### src/rtl/ifte_pkg.sv
`timescale 1ns / 1ps
`default_nettype none

package ifte_pkg;

   // Packet position counter.
   localparam int PACKET_LEN_BITS = 16;

   // Fixed IPv6 header layout, in byte positions.
   localparam int OFF_KIND      = 6;
   localparam int OFF_SRC_FIRST = 8;
   localparam int OFF_DST_FIRST = 24;
   localparam int FIXED_LEN     = 40;

   localparam logic [3:0] IP_VERSION_4 = 4'd4;

   // Next-header codes.
   localparam logic [7:0] HDR_HOP_BY_HOP = 8'd0;
   localparam logic [7:0] HDR_TCP        = 8'd6;
   localparam logic [7:0] HDR_UDP        = 8'd17;
   localparam logic [7:0] HDR_ROUTING    = 8'd43;
   localparam logic [7:0] HDR_FRAGMENT   = 8'd44;
   localparam logic [7:0] HDR_NO_NEXT    = 8'd59;
   localparam logic [7:0] HDR_DEST_OPT   = 8'd60;

   localparam int EXT_LEFT_BITS = 12;
   localparam logic [EXT_LEFT_BITS-1:0] PORT_BYTES = EXT_LEFT_BITS'(4);

   // Queue between the front and the back.
   localparam int QUEUE_DEPTH    = 4;
   localparam int QUEUE_PTR_BITS = $clog2(QUEUE_DEPTH);

   typedef enum logic [2:0] {
      ST_FOUND       = 3'd0,
      ST_IPV4        = 3'd1,
      ST_EXT_SHORT   = 3'd2,
      ST_NO_NEXT     = 3'd3,
      ST_UNKNOWN     = 3'd4,
      ST_TRUNCATED   = 3'd5
   } status_type;

   typedef enum logic [1:0] {
      KIND_NONE = 2'd0,
      KIND_TCP  = 2'd1,
      KIND_UDP  = 2'd2
   } kind_type;

   typedef enum logic [2:0] {
      PH_FIXED,
      PH_EXT_NXT,
      PH_EXT_LEN,
      PH_EXT_SKIP,
      PH_PORTS,
      PH_DONE
   } phase_type;

   // Role of one byte inside the fixed header, worked out by the front.
   typedef struct packed {
      logic       is_first;
      logic       is_kind;
      logic       is_src;
      logic       is_dst;
      logic [3:0] addr_idx;
      logic       is_fixed_end;
   } byte_class_type;

   typedef struct packed {
      logic [7:0]     data_byte;
      logic           last_byte;
      byte_class_type cls;
   } entry_type;

endpackage

`default_nettype wire

### src/rtl/ifte_req_if.sv
`timescale 1ns / 1ps
`default_nettype none

interface ifte_req_if;
   logic       valid;
   logic       ready;
   logic [7:0] data_byte;
   logic       last_byte;

   modport source (output valid, output data_byte, output last_byte, input ready);
   modport sink   (input valid, input data_byte, input last_byte, output ready);
endinterface

`default_nettype wire

### src/rtl/ifte_rsp_if.sv
`timescale 1ns / 1ps
`default_nettype none

interface ifte_rsp_if;
   logic        valid;
   logic        ready;
   logic [2:0]  status;
   logic [1:0]  transport_kind;
   logic [15:0] source_port;
   logic [15:0] destination_port;
   logic [63:0] source_addr_high;
   logic [63:0] source_addr_low;
   logic [63:0] dest_addr_high;
   logic [63:0] dest_addr_low;

   modport source (output valid, output status, output transport_kind, output source_port,
                   output destination_port, output source_addr_high, output source_addr_low,
                   output dest_addr_high, output dest_addr_low, input ready);
   modport sink   (input valid, input status, input transport_kind, input source_port,
                   input destination_port, input source_addr_high, input source_addr_low,
                   input dest_addr_high, input dest_addr_low, output ready);
endinterface

`default_nettype wire

### src/rtl/ifte_front.sv
`timescale 1ns / 1ps
`default_nettype none

module ifte_front
   import ifte_pkg::*;
(
   input  wire logic  clock,
   input  wire logic  reset,
   ifte_req_if.sink   req_chan,
   input  wire logic  queue_ready,
   output logic       push,
   output entry_type  push_entry
);

   localparam logic [PACKET_LEN_BITS-1:0] OFFSET_MAX = {PACKET_LEN_BITS{1'b1}};

   logic [PACKET_LEN_BITS-1:0] offset_ff;
   logic [PACKET_LEN_BITS-1:0] offset_in;
   byte_class_type             cls;

   assign req_chan.ready = queue_ready;
   assign push           = req_chan.valid && queue_ready;

   always_comb begin
      cls.is_first     = (offset_ff == '0);
      cls.is_kind      = (offset_ff == PACKET_LEN_BITS'(OFF_KIND));
      cls.is_src       = (offset_ff >= PACKET_LEN_BITS'(OFF_SRC_FIRST)) &&
                         (offset_ff <  PACKET_LEN_BITS'(OFF_DST_FIRST));
      cls.is_dst       = (offset_ff >= PACKET_LEN_BITS'(OFF_DST_FIRST)) &&
                         (offset_ff <  PACKET_LEN_BITS'(FIXED_LEN));
      // Both address fields start on a multiple of eight that is odd in bit 3.
      cls.addr_idx     = {~offset_ff[3], offset_ff[2:0]};
      cls.is_fixed_end = (offset_ff == PACKET_LEN_BITS'(FIXED_LEN - 1));

      push_entry.data_byte = req_chan.data_byte;
      push_entry.last_byte = req_chan.last_byte;
      push_entry.cls       = cls;

      offset_in = offset_ff;
      if (push) begin
         if (req_chan.last_byte) begin
            offset_in = '0;
         end else if (offset_ff != OFFSET_MAX) begin
            offset_in = offset_ff + 1'b1;
         end
      end
   end

   always_ff @(posedge clock) begin
      if (reset) begin
         offset_ff <= '0;
      end else begin
         offset_ff <= offset_in;
      end
   end

endmodule

`default_nettype wire

### src/rtl/ifte_queue.sv
`timescale 1ns / 1ps
`default_nettype none

module ifte_queue
   import ifte_pkg::*;
(
   input  wire logic       clock,
   input  wire logic       reset,
   input  wire logic       push,
   input  wire entry_type  push_entry,
   input  wire logic       pop,
   output logic            not_full,
   output logic            head_valid,
   output entry_type       head_entry
);

   entry_type                   slots_ff [QUEUE_DEPTH];
   logic [QUEUE_PTR_BITS-1:0]   wr_ptr_ff, wr_ptr_in;
   logic [QUEUE_PTR_BITS-1:0]   rd_ptr_ff, rd_ptr_in;
   logic [QUEUE_PTR_BITS:0]     count_ff, count_in;

   assign not_full   = (count_ff != (QUEUE_PTR_BITS+1)'(QUEUE_DEPTH));
   assign head_valid = (count_ff != '0);
   assign head_entry = slots_ff[rd_ptr_ff];

   always_comb begin
      wr_ptr_in = push ? wr_ptr_ff + 1'b1 : wr_ptr_ff;
      rd_ptr_in = pop  ? rd_ptr_ff + 1'b1 : rd_ptr_ff;
      count_in  = count_ff;
      if (push && !pop) begin
         count_in = count_ff + 1'b1;
      end else if (pop && !push) begin
         count_in = count_ff - 1'b1;
      end
   end

   always_ff @(posedge clock) begin
      if (push) begin
         slots_ff[wr_ptr_ff] <= push_entry;
      end
   end

   always_ff @(posedge clock) begin
      if (reset) begin
         wr_ptr_ff <= '0;
         rd_ptr_ff <= '0;
         count_ff  <= '0;
      end else begin
         wr_ptr_ff <= wr_ptr_in;
         rd_ptr_ff <= rd_ptr_in;
         count_ff  <= count_in;
      end
   end

endmodule

`default_nettype wire

### src/rtl/ifte_back.sv
`timescale 1ns / 1ps
`default_nettype none

module ifte_back
   import ifte_pkg::*;
(
   input  wire logic       clock,
   input  wire logic       reset,
   input  wire logic       head_valid,
   input  wire entry_type  head_entry,
   output logic            pop,
   ifte_rsp_if.source      rsp_chan
);

   phase_type                phase_ff, phase_in;
   logic [7:0]               kind_ff, kind_in;
   logic [EXT_LEFT_BITS-1:0] left_ff, left_in;
   logic [127:0]             src_ff, src_in;
   logic [127:0]             dst_ff, dst_in;
   logic [15:0]              psrc_ff, psrc_in;
   logic [15:0]              pdst_ff, pdst_in;
   kind_type                 found_ff, found_in;
   status_type               pstat_ff, pstat_in;

   // Outcome of starting the header named by kind_ff.
   phase_type                enter_phase;
   kind_type                 enter_found;
   logic [EXT_LEFT_BITS-1:0] enter_left;
   status_type               enter_stat;

   logic                     out_free;
   logic                     rsp_valid_ff;
   status_type               res_stat;
   logic                     res_found;
   logic [7:0]               b;

   logic [2:0]               o_status_ff;
   logic [1:0]               o_kind_ff;
   logic [15:0]              o_sport_ff, o_dport_ff;
   logic [127:0]             o_src_ff, o_dst_ff;

   assign b        = head_entry.data_byte;
   assign out_free = !rsp_valid_ff || rsp_chan.ready;
   assign pop      = head_valid && (!head_entry.last_byte || out_free);

   always_comb begin
      enter_phase = PH_DONE;
      enter_found = found_ff;
      enter_left  = left_ff;
      enter_stat  = pstat_ff;
      case (kind_ff)
         HDR_HOP_BY_HOP, HDR_ROUTING, HDR_FRAGMENT, HDR_DEST_OPT: begin
            enter_phase = PH_EXT_NXT;
         end
         HDR_TCP: begin
            enter_found = KIND_TCP;
            enter_left  = PORT_BYTES;
            enter_phase = PH_PORTS;
         end
         HDR_UDP: begin
            enter_found = KIND_UDP;
            enter_left  = PORT_BYTES;
            enter_phase = PH_PORTS;
         end
         HDR_NO_NEXT: begin
            enter_stat = ST_NO_NEXT;
         end
         default: begin
            enter_stat = ST_UNKNOWN;
         end
      endcase
   end

   always_comb begin
      phase_in = phase_ff;
      kind_in  = kind_ff;
      left_in  = left_ff;
      src_in   = src_ff;
      dst_in   = dst_ff;
      psrc_in  = psrc_ff;
      pdst_in  = pdst_ff;
      found_in = found_ff;
      pstat_in = pstat_ff;

      if (pop) begin
         case (phase_ff)
            PH_FIXED: begin
               if (head_entry.cls.is_first && (b[7:4] == IP_VERSION_4)) begin
                  pstat_in = ST_IPV4;
                  phase_in = PH_DONE;
               end else begin
                  if (head_entry.cls.is_kind) begin
                     kind_in = b;
                  end
                  if (head_entry.cls.is_src) begin
                     src_in[127 - 8 * head_entry.cls.addr_idx -: 8] = b;
                  end
                  if (head_entry.cls.is_dst) begin
                     dst_in[127 - 8 * head_entry.cls.addr_idx -: 8] = b;
                  end
                  if (head_entry.cls.is_fixed_end) begin
                     phase_in = enter_phase;
                     found_in = enter_found;
                     left_in  = enter_left;
                     pstat_in = enter_stat;
                  end
               end
            end
            PH_EXT_NXT: begin
               kind_in  = b;
               phase_in = PH_EXT_LEN;
            end
            PH_EXT_LEN: begin
               // (len + 1) * 8 bytes, of which the two just seen are gone.
               left_in  = {1'b0, b, 3'b000} + EXT_LEFT_BITS'(6);
               phase_in = PH_EXT_SKIP;
            end
            PH_EXT_SKIP: begin
               if (left_ff != '0) begin
                  left_in = left_ff - 1'b1;
               end
               if (left_in == '0) begin
                  phase_in = enter_phase;
                  found_in = enter_found;
                  left_in  = enter_left;
                  pstat_in = enter_stat;
               end
            end
            PH_PORTS: begin
               case (left_ff)
                  EXT_LEFT_BITS'(4): psrc_in = {b, 8'h00};
                  EXT_LEFT_BITS'(3): psrc_in = psrc_ff | {8'h00, b};
                  EXT_LEFT_BITS'(2): pdst_in = {b, 8'h00};
                  default:           pdst_in = pdst_ff | {8'h00, b};
               endcase
               if (left_ff != '0) begin
                  left_in = left_ff - 1'b1;
               end
               if (left_in == '0) begin
                  pstat_in = ST_FOUND;
                  phase_in = PH_DONE;
               end
            end
            default: begin
            end
         endcase
      end

      case (phase_in)
         PH_FIXED:                            res_stat = ST_TRUNCATED;
         PH_EXT_NXT, PH_EXT_LEN, PH_EXT_SKIP: res_stat = ST_EXT_SHORT;
         PH_PORTS:                            res_stat = ST_TRUNCATED;
         default:                             res_stat = pstat_in;
      endcase
      res_found = (res_stat == ST_FOUND);
   end

   always_ff @(posedge clock) begin
      if (reset || (pop && head_entry.last_byte)) begin
         phase_ff <= PH_FIXED;
         kind_ff  <= '0;
         left_ff  <= '0;
         src_ff   <= '0;
         dst_ff   <= '0;
         psrc_ff  <= '0;
         pdst_ff  <= '0;
         found_ff <= KIND_NONE;
         pstat_ff <= ST_FOUND;
      end else begin
         phase_ff <= phase_in;
         kind_ff  <= kind_in;
         left_ff  <= left_in;
         src_ff   <= src_in;
         dst_ff   <= dst_in;
         psrc_ff  <= psrc_in;
         pdst_ff  <= pdst_in;
         found_ff <= found_in;
         pstat_ff <= pstat_in;
      end
   end

   always_ff @(posedge clock) begin
      if (reset) begin
         rsp_valid_ff <= 1'b0;
      end else if (pop && head_entry.last_byte) begin
         rsp_valid_ff <= 1'b1;
      end else if (rsp_chan.ready) begin
         rsp_valid_ff <= 1'b0;
      end
   end

   always_ff @(posedge clock) begin
      if (pop && head_entry.last_byte) begin
         o_status_ff <= res_stat;
         o_kind_ff   <= res_found ? found_in : KIND_NONE;
         o_sport_ff  <= res_found ? psrc_in : 16'h0000;
         o_dport_ff  <= res_found ? pdst_in : 16'h0000;
         o_src_ff    <= (res_stat == ST_IPV4) ? 128'd0 : src_in;
         o_dst_ff    <= (res_stat == ST_IPV4) ? 128'd0 : dst_in;
      end
   end

   assign rsp_chan.valid            = rsp_valid_ff;
   assign rsp_chan.status           = o_status_ff;
   assign rsp_chan.transport_kind   = o_kind_ff;
   assign rsp_chan.source_port      = o_sport_ff;
   assign rsp_chan.destination_port = o_dport_ff;
   assign rsp_chan.source_addr_high = o_src_ff[127:64];
   assign rsp_chan.source_addr_low  = o_src_ff[63:0];
   assign rsp_chan.dest_addr_high   = o_dst_ff[127:64];
   assign rsp_chan.dest_addr_low    = o_dst_ff[63:0];

endmodule

`default_nettype wire

### src/rtl/ipv6_flow_tuple_extractor.sv
// The last byte of a request passes through the queue and then the back's output register
// before its result is valid.
// One byte per cycle is taken while the queue has room, and the parser retires one a cycle.
// A packet's result waits in the output register while the next packet's bytes stream in;
// the four-entry queue stalls only when a result is still untaken at the next packet end.
// Reset is synchronous; there is no clearing pass.
`timescale 1ns / 1ps
`default_nettype none

module ipv6_flow_tuple_extractor
   import ifte_pkg::*;
(
   input  wire logic   clock,
   input  wire logic   reset,
   ifte_req_if.sink    req_chan,
   ifte_rsp_if.source  rsp_chan
);

   logic      queue_ready;
   logic      push;
   entry_type push_entry;
   logic      pop;
   logic      head_valid;
   entry_type head_entry;

   ifte_front u_front (
      .clock       (clock),
      .reset       (reset),
      .req_chan    (req_chan),
      .queue_ready (queue_ready),
      .push        (push),
      .push_entry  (push_entry)
   );

   ifte_queue u_queue (
      .clock      (clock),
      .reset      (reset),
      .push       (push),
      .push_entry (push_entry),
      .pop        (pop),
      .not_full   (queue_ready),
      .head_valid (head_valid),
      .head_entry (head_entry)
   );

   ifte_back u_back (
      .clock      (clock),
      .reset      (reset),
      .head_valid (head_valid),
      .head_entry (head_entry),
      .pop        (pop),
      .rsp_chan   (rsp_chan)
   );

endmodule

`default_nettype wire

### src/flat_wrapper.sv
// flat-port wrapper written by rule: the top's interface ports become plain ports
module ipv6_flow_tuple_extractor_flat import ifte_pkg::*;
  (clock, reset, req_chan_valid, req_chan_data_byte, req_chan_last_byte, req_chan_ready, rsp_chan_valid, rsp_chan_status, rsp_chan_transport_kind, rsp_chan_source_port, rsp_chan_destination_port, rsp_chan_source_addr_high, rsp_chan_source_addr_low, rsp_chan_dest_addr_high, rsp_chan_dest_addr_low, rsp_chan_ready);
  ifte_req_if req_chan_i ();
  ifte_rsp_if rsp_chan_i ();
  input  wire logic clock;
  input  wire logic reset;
  input wire logic [$bits(req_chan_i.valid)-1:0] req_chan_valid;
  input wire logic [$bits(req_chan_i.data_byte)-1:0] req_chan_data_byte;
  input wire logic [$bits(req_chan_i.last_byte)-1:0] req_chan_last_byte;
  output wire logic [$bits(req_chan_i.ready)-1:0] req_chan_ready;
  output wire logic [$bits(rsp_chan_i.valid)-1:0] rsp_chan_valid;
  output wire logic [$bits(rsp_chan_i.status)-1:0] rsp_chan_status;
  output wire logic [$bits(rsp_chan_i.transport_kind)-1:0] rsp_chan_transport_kind;
  output wire logic [$bits(rsp_chan_i.source_port)-1:0] rsp_chan_source_port;
  output wire logic [$bits(rsp_chan_i.destination_port)-1:0] rsp_chan_destination_port;
  output wire logic [$bits(rsp_chan_i.source_addr_high)-1:0] rsp_chan_source_addr_high;
  output wire logic [$bits(rsp_chan_i.source_addr_low)-1:0] rsp_chan_source_addr_low;
  output wire logic [$bits(rsp_chan_i.dest_addr_high)-1:0] rsp_chan_dest_addr_high;
  output wire logic [$bits(rsp_chan_i.dest_addr_low)-1:0] rsp_chan_dest_addr_low;
  input wire logic [$bits(rsp_chan_i.ready)-1:0] rsp_chan_ready;
  assign req_chan_i.valid = req_chan_valid;
  assign req_chan_i.data_byte = req_chan_data_byte;
  assign req_chan_i.last_byte = req_chan_last_byte;
  assign req_chan_ready = req_chan_i.ready;
  assign rsp_chan_valid = rsp_chan_i.valid;
  assign rsp_chan_status = rsp_chan_i.status;
  assign rsp_chan_transport_kind = rsp_chan_i.transport_kind;
  assign rsp_chan_source_port = rsp_chan_i.source_port;
  assign rsp_chan_destination_port = rsp_chan_i.destination_port;
  assign rsp_chan_source_addr_high = rsp_chan_i.source_addr_high;
  assign rsp_chan_source_addr_low = rsp_chan_i.source_addr_low;
  assign rsp_chan_dest_addr_high = rsp_chan_i.dest_addr_high;
  assign rsp_chan_dest_addr_low = rsp_chan_i.dest_addr_low;
  assign rsp_chan_i.ready = rsp_chan_ready;
  ipv6_flow_tuple_extractor u_core (.clock(clock), .reset(reset), .req_chan(req_chan_i), .rsp_chan(rsp_chan_i));
endmodule
### config.mk
export PLATFORM = sky130hd
export DESIGN_NAME = ipv6_flow_tuple_extractor_flat
export DESIGN_NICKNAME = d
export VERILOG_FILES = /design/src/rtl/ifte_pkg.sv /design/src/rtl/ifte_req_if.sv /design/src/rtl/ifte_rsp_if.sv /design/src/rtl/ifte_front.sv /design/src/rtl/ifte_queue.sv /design/src/rtl/ifte_back.sv /design/src/rtl/ipv6_flow_tuple_extractor.sv /design/src/flat_wrapper.sv
export SDC_FILE = /design/constraint.sdc
export NUM_CORES = 1
export LEC_CHECK = 0
export BUFFER_PORTS_ARGS = -buffer_cell sky130_fd_sc_hd__buf_2
export CAP_MARGIN = 20
export CORE_AREA = 2 2 346 177
export DETAILED_ROUTE_END_ITERATION = 12
export DIE_AREA = 0 0 348 179
export GPL_TIMING_DRIVEN = 0
export PLACE_DENSITY_LB_ADDON = 0.08
export RECOVER_POWER = 100
export SLEW_MARGIN = 40
export SYNTH_ARGS = -nofsm -noshare
export SYNTH_HDL_FRONTEND = slang
export SYNTH_SLANG_ARGS = --single-unit
### constraint.sdc
create_clock -name clock -period 9.2 [get_ports clock]
set_input_delay 1.38 -clock clock [delete_from_list [all_inputs] [get_ports clock]]
set_output_delay 1.38 -clock clock [all_outputs]
set_load 0.05 [all_outputs]
Yosys cells after proc, flatten, opt, wreduce, memory -nomap -nowiden --
Memory sizes are Yosys's and may differ from the RTL's. A register that Yosys moved wholly into a read port is not among the register bits. Cells that the tools add are included.
Operators by class: add/subtract/negate cells 9, magnitude comparators 4, equality and inequality tests 26, shift-type cells 2, multiplexer cells 60, bitwise operators 3, reductions and logical operators 38
Operators by type and width (count):
- two-way mux 128 bit | 8
- bitwise mux 128 bit | 2
- variable shift 8 x 34 -> 135 bit, first input constant | 1
- indexed part select 8 x 34 -> 135 bit | 1
- two-way mux 12 bit | 9
- two-way mux 16 bit | 6
- case mux 16 bit (2 select lines) | 2
- case mux 12 bit (4 select lines) | 1
- two-way mux 3 bit | 12
- negator 32 -> 34 bit | 1
- == test 8 x 6 -> 1 bit, second input constant | 4
- bitwise OR 16 x 8 -> 16 bit | 2
- == test 12 x 2 -> 1 bit, second input constant | 2
- zero test 12 bit | 2
- case mux 3 bit (2 select lines) | 3
- adder 16 x 1 -> 16 bit, second input constant | 1
- == test 16 x 3 -> 1 bit, second input constant | 1
- == test 16 x 6 -> 1 bit, second input constant | 1
- >= comparator 16 x 4 -> 1 bit, second input constant | 1
- >= comparator 16 x 5 -> 1 bit, second input constant | 1
- zero test 16 bit | 1
- < comparator 16 x 5 -> 1 bit, second input constant | 1
- < comparator 16 x 6 -> 1 bit, second input constant | 1
- two-way mux 8 bit | 2
- other kinds (39) | 76
Word-level totals: bits in registers 633, bits in writable memories 72, input port bits 13, output and inout bits 295, word-level logic and storage cells 163, memories 1
Memories:
- u_core.u_queue.slots_ff | depth 4, width 18, rd ports 1, clocked after memory_dff 1, write ports 1, line ifte_queue.sv:17 | entry_type slots_ff [QUEUE_DEPTH];

Longest topological paths before layout --
depth in word-level cells 13, mapped depth 14, gate-level depth less buffers 11

By module --
From an unflattened synthesis, not the netlist that was laid out.
Unflattened totals: cell total of the unflattened synthesis 2220, area total of the unflattened synthesis 27076.0 um^2
By module, submodules not included:
- ifte_back | instances 1, cells an instance 1926, area each 22805.6 um^2, seq. area each 15144.5 um^2
- ifte_queue | instances 1, cells an instance 139, area each 3069.2 um^2, seq. area each 2342.2 um^2
- ifte_front | instances 1, cells an instance 155, area each 1201.2 um^2, seq. area each 320.3 um^2

Least setup slack after synthesis --
OpenSTA, ideal clock, no wires.
kind input port to flip-flop, from input rsp_chan_ready, to register u_core.u_back.o_dst_ff[0] (enable), library setup time 643 ps, data arrival time 7749 ps, data required time 8557 ps, slack 808 ps, cell stages on the path 5, buffers on the path 1, path through nor2b_1 > a21oi_1 > clkbuf_1 > nand2_1 > inv_1
Between the ends: cells in the longest elaborated chain, start to end 4
Ends and longest elaborated chain:
- start: declaration | line flat_wrapper.sv:21 | input wire logic [$bits(rsp_chan_i.ready)-1:0] rsp_chan_ready;
- logical OR 1 bit | line ifte_back.sv:43 | assign out_free = !rsp_valid_ff || rsp_chan.ready;
- logical OR 1 bit | line ifte_back.sv:44 | assign pop = head_valid && (!head_entry.last_byte || out_free);
- logical AND 1 bit | line ifte_back.sv:44
- logical AND 1 bit | line ifte_back.sv:193 | if (pop && head_entry.last_byte) begin
- end signal: assignment | line ifte_back.sv:199 | o_dst_ff <= (res_stat == ST_IPV4) ? 128'd0 : dst_in;
- end: declaration | line ifte_back.sv:40 | logic [127:0] o_src_ff, o_dst_ff;
No other way between the ends. A chain may end at the register's enable or synchronous reset.

==> impl_metrics.ini <==
[place]
place_inst = 3285
place_area_mm2 = 0.02919
gp_congestion = 0.8838
io_buffers = 307
dpl.hpwl_mm = 51.88

[floorplan]
ios = 308
fp-row-count = 64
die_height_um = 179
die_w_um = 348
die_area_mm2 = 0.06229
core_mm2 = 0.05982
initial_core_util = 0.4425

[drt]
wl_per_cell_um = 21.52
vias_per_cell = 5.185
drt-pass1-iter-count = 6
drc = 0
ant_nets = 0
first_iter_violations = 1523
num_vias = 17656
routed_wl_mm = 73.28

[sta]
tightestPinTransition_ns = 3.277
slew_viol_final = 70
relSlewSlack = -1.185
skew_ns = 0.02354
hold_viol = 0
timing.fmax_mhz = 143.7
setup_viol = 0
fin_crit_sh = 0.7566
rsz0062_at_grt = no
timing.final.crit_period_ns = 6.961

[setup_path]
crit_path_max_fanout = 10
critical-path-top-delay-family = buffers and inverters
regToRegSetupSlack_ns = 2.24
crit_cells = 13
max_stage_delay_ns = 1.80
critPathBufInv = 5
worst_path_max_delay_cell = a2111oi_0
timing.critical_path.mode_cell = clkbuf_1
start_kind = register
crit_chain = clkbuf_1, mux4_2, clkbuf_1, inv_1, nor4_1, nor2_1, nand2_1, a21o_1, nand3_1, a2111oi_0, buf_4, clkbuf_1, nor2_1
crit_type = reg -> reg
setup.worst_path.end_class = register
arrival_ns = 7.28
worstRegToRegCells = 13
cp.required_ns = 9.52

[grt]
grt_max_degree = 70
met3_usage = 0.04845
grt_pass1_wl_mm = 107.6
overflow = 0
antenna_found_initial = 1
grt.busiest_layer = met1
grtUsageMet1 = 0.3629
grt_pass1_vias = 16997
gr-usage-all-layers = 0.2332
grtUsageMet2 = 0.3304

[yosys]
synth_top_area_frac = 0.4141
synth-edff-count = 365
synth.most_common_cell = nor2_1
synth_area_per_cell_um2 = 12.14
yosysUniqueCellTypes = 65
yosys-top-cells-area = edfxtp_1 (41%), dfxtp_1 (26%), mux2i_1 (10%)
async_flop_share = 0
syn_area_mm2 = 0.02647
seq_area_frac_synth = 0.6728
synth-seq-cells = 707
syn_nets = 2207
synth_warnings = 0
post_synth_most_frequent_cells = nor2_1 (661), edfxtp_1 (365), dfxtp_1 (342), mux2i_1 (276), clkbuf_1 (104)
synth_ff_type = edfxtp_1
yosys.area.top_type = edfxtp_1
synthCells = 2181

[final_layout]
fillers = 5461
final_area_mm2 = 0.03082
multi_input_area_mm2 = 0.008025
drive_gt1_frac = 0.07233
regArea_mm2 = 0.01781
diodes = 0
area_delta_synth_final_pct = 16.45
final_cell_count_no_fill = 3405
final_net_count = 2588

[power]
power_density_mw_per_mm2 = 362.0
ir_worst_vdd_mv = 0.1702
p_leak_nw = 12.55

[hold_path]
min-delay-path-class = reg -> reg
holdPathStages = 2

[clock_tree]
postCtsSetupBuffers = 0
clockBufferDepth = 3
cts.sinks = 707
cts_buffers = 66
htreeDepth = 3
clk_latency_ns = 0.60
ctsResizeCount = 0
path_clk_slew_ns = 0.06
cts-hold-fix-buffers = 0
cts_tree = done
root_buffer = clkbuf_16

[status]
status = finished, violations left
violations = capacitance limit, slew limit

[run]
max_cap_violations = 3
==> worst reg2reg max path: cells and delay by family, from the launching register on <==
kind            cells  cell delay (ns)
buf+inv             5             2.55
mux                 1             0.36
flops               1             0.35
simple gates        5             1.42
compound gates      2             2.01
==> path summary, 6_finish.rpt <==
path	startpoint	to
setup reg to reg	register	u_core.u_back.o_src_ff[50]$_SDFFCE_PN0P_
hold reg to reg	u_core.u_back.psrc_ff[0]$_SDFF_PP0_	u_core.u_back.psrc_ff[0]$_SDFF_PP0_
setup / recovery	register	u_core.u_back.o_src_ff[50]$_SDFFCE_PN0P_
hold / removal	u_core.u_back.psrc_ff[0]$_SDFF_PP0_	u_core.u_back.psrc_ff[0]$_SDFF_PP0_
==> layout make-up <==
type / instances / share of cell area
tap: 792 / 0.03215
inverter: 19 / 0.002355
clock inverter: 16 / 0.003897
clock buffer: 103 / 0.06284
timing repair buffer: 313 / 0.04080
multi-input combinational: 1316 / 0.2604
buffer: 139 / 0.01981
sequential: 707 / 0.5778
==> layer usage <==
metal	wire length (um)	up-vias
li1	-	8328
met1	36890	8672
met2	29920	565
met3	5058	91
met4	1407	0
met5	0	-
==> layout by cell type (no fill, tap or decap), drive strengths merged, types with 4 or more instances in the layout <==
master,netlist,final
a21oi,31,31
inv,18,17
clkinv,1,16
and3,8,8
clkbuf,104,516
nand2b,10,10
mux2,5,5
o21a,5,5
or4,5,5
or3,10,10
xor2,15,15
o211ai,4,4
nand3,16,16
buf,35,39
a21o,9,9
mux4,17,17
mux2i,276,276
ha,12,12
dfxtp,342,342
nor3,21,21
and2,9,9
xnor2,7,7
edfxtp,365,365
nand4,14,14
o21ai,29,29
a22oi,12,12
nor2b,14,14
a211oi,4,4
o22ai,4,4
nor4,11,11
nand2,63,63
nor2,661,661
==> stage by stage <==
step | worst slack, ns | setup TNS, ns | utilization | hold WS, ns | total power, mW
floorplan | 0.8081 | 0 | - | 0.4241 | 7.416
global placement | -2.255 | -648.91 | 0.4847 | 0.4350 | 8.661
detailed placement | 3.844 | 0 | 0.4880 | 0.4428 | 8.680
CTS | 3.813 | 0 | 0.5224 | 0.4588 | 11.35
global route | 1.765 | 0 | 0.5152 | 0.4743 | 11.62
finish | 2.239 | 0 | 0.5152 | 0.4601 | 11.16
==> power breakdown <==
group / internal, mW / switching [mW] / leakage [nW]
clock network: 1.48 / 1.18 / 1.01
registers: 4.09 / 0.215 / 6.27
logic: 0.702 / 3.49 / 5.27
==> registers in the layout (all words and copies together) (netlist names), 12 cells and up, named ones only <==
signal	cells
u_core.u_queue.slots_ff	72
u_core.u_back.o_dst_ff	128
u_core.u_back.pdst_ff	16
u_core.u_back.left_ff	12
u_core.u_back.o_src_ff	128
u_core.u_back.rsp_chan.destination_port	16
u_core.u_front.offset_ff	16
u_core.u_back.dst_ff	128
u_core.u_back.psrc_ff	16
u_core.u_back.rsp_chan.source_port	16
u_core.u_back.src_ff	128
==> logic make-up after synthesis <==
logic type / synth area share
AOI/OAI and AO/OA: 0.03238
xor gates and xnor gates: 0.007280
adders and majority gates: 0.006429
buffers and inverters: 0.02487
DFF: 0.6728
muxes: 0.1210
and+or+nand+nor: 0.1353
Note: power is estimated with default switching activity, not from simulation.
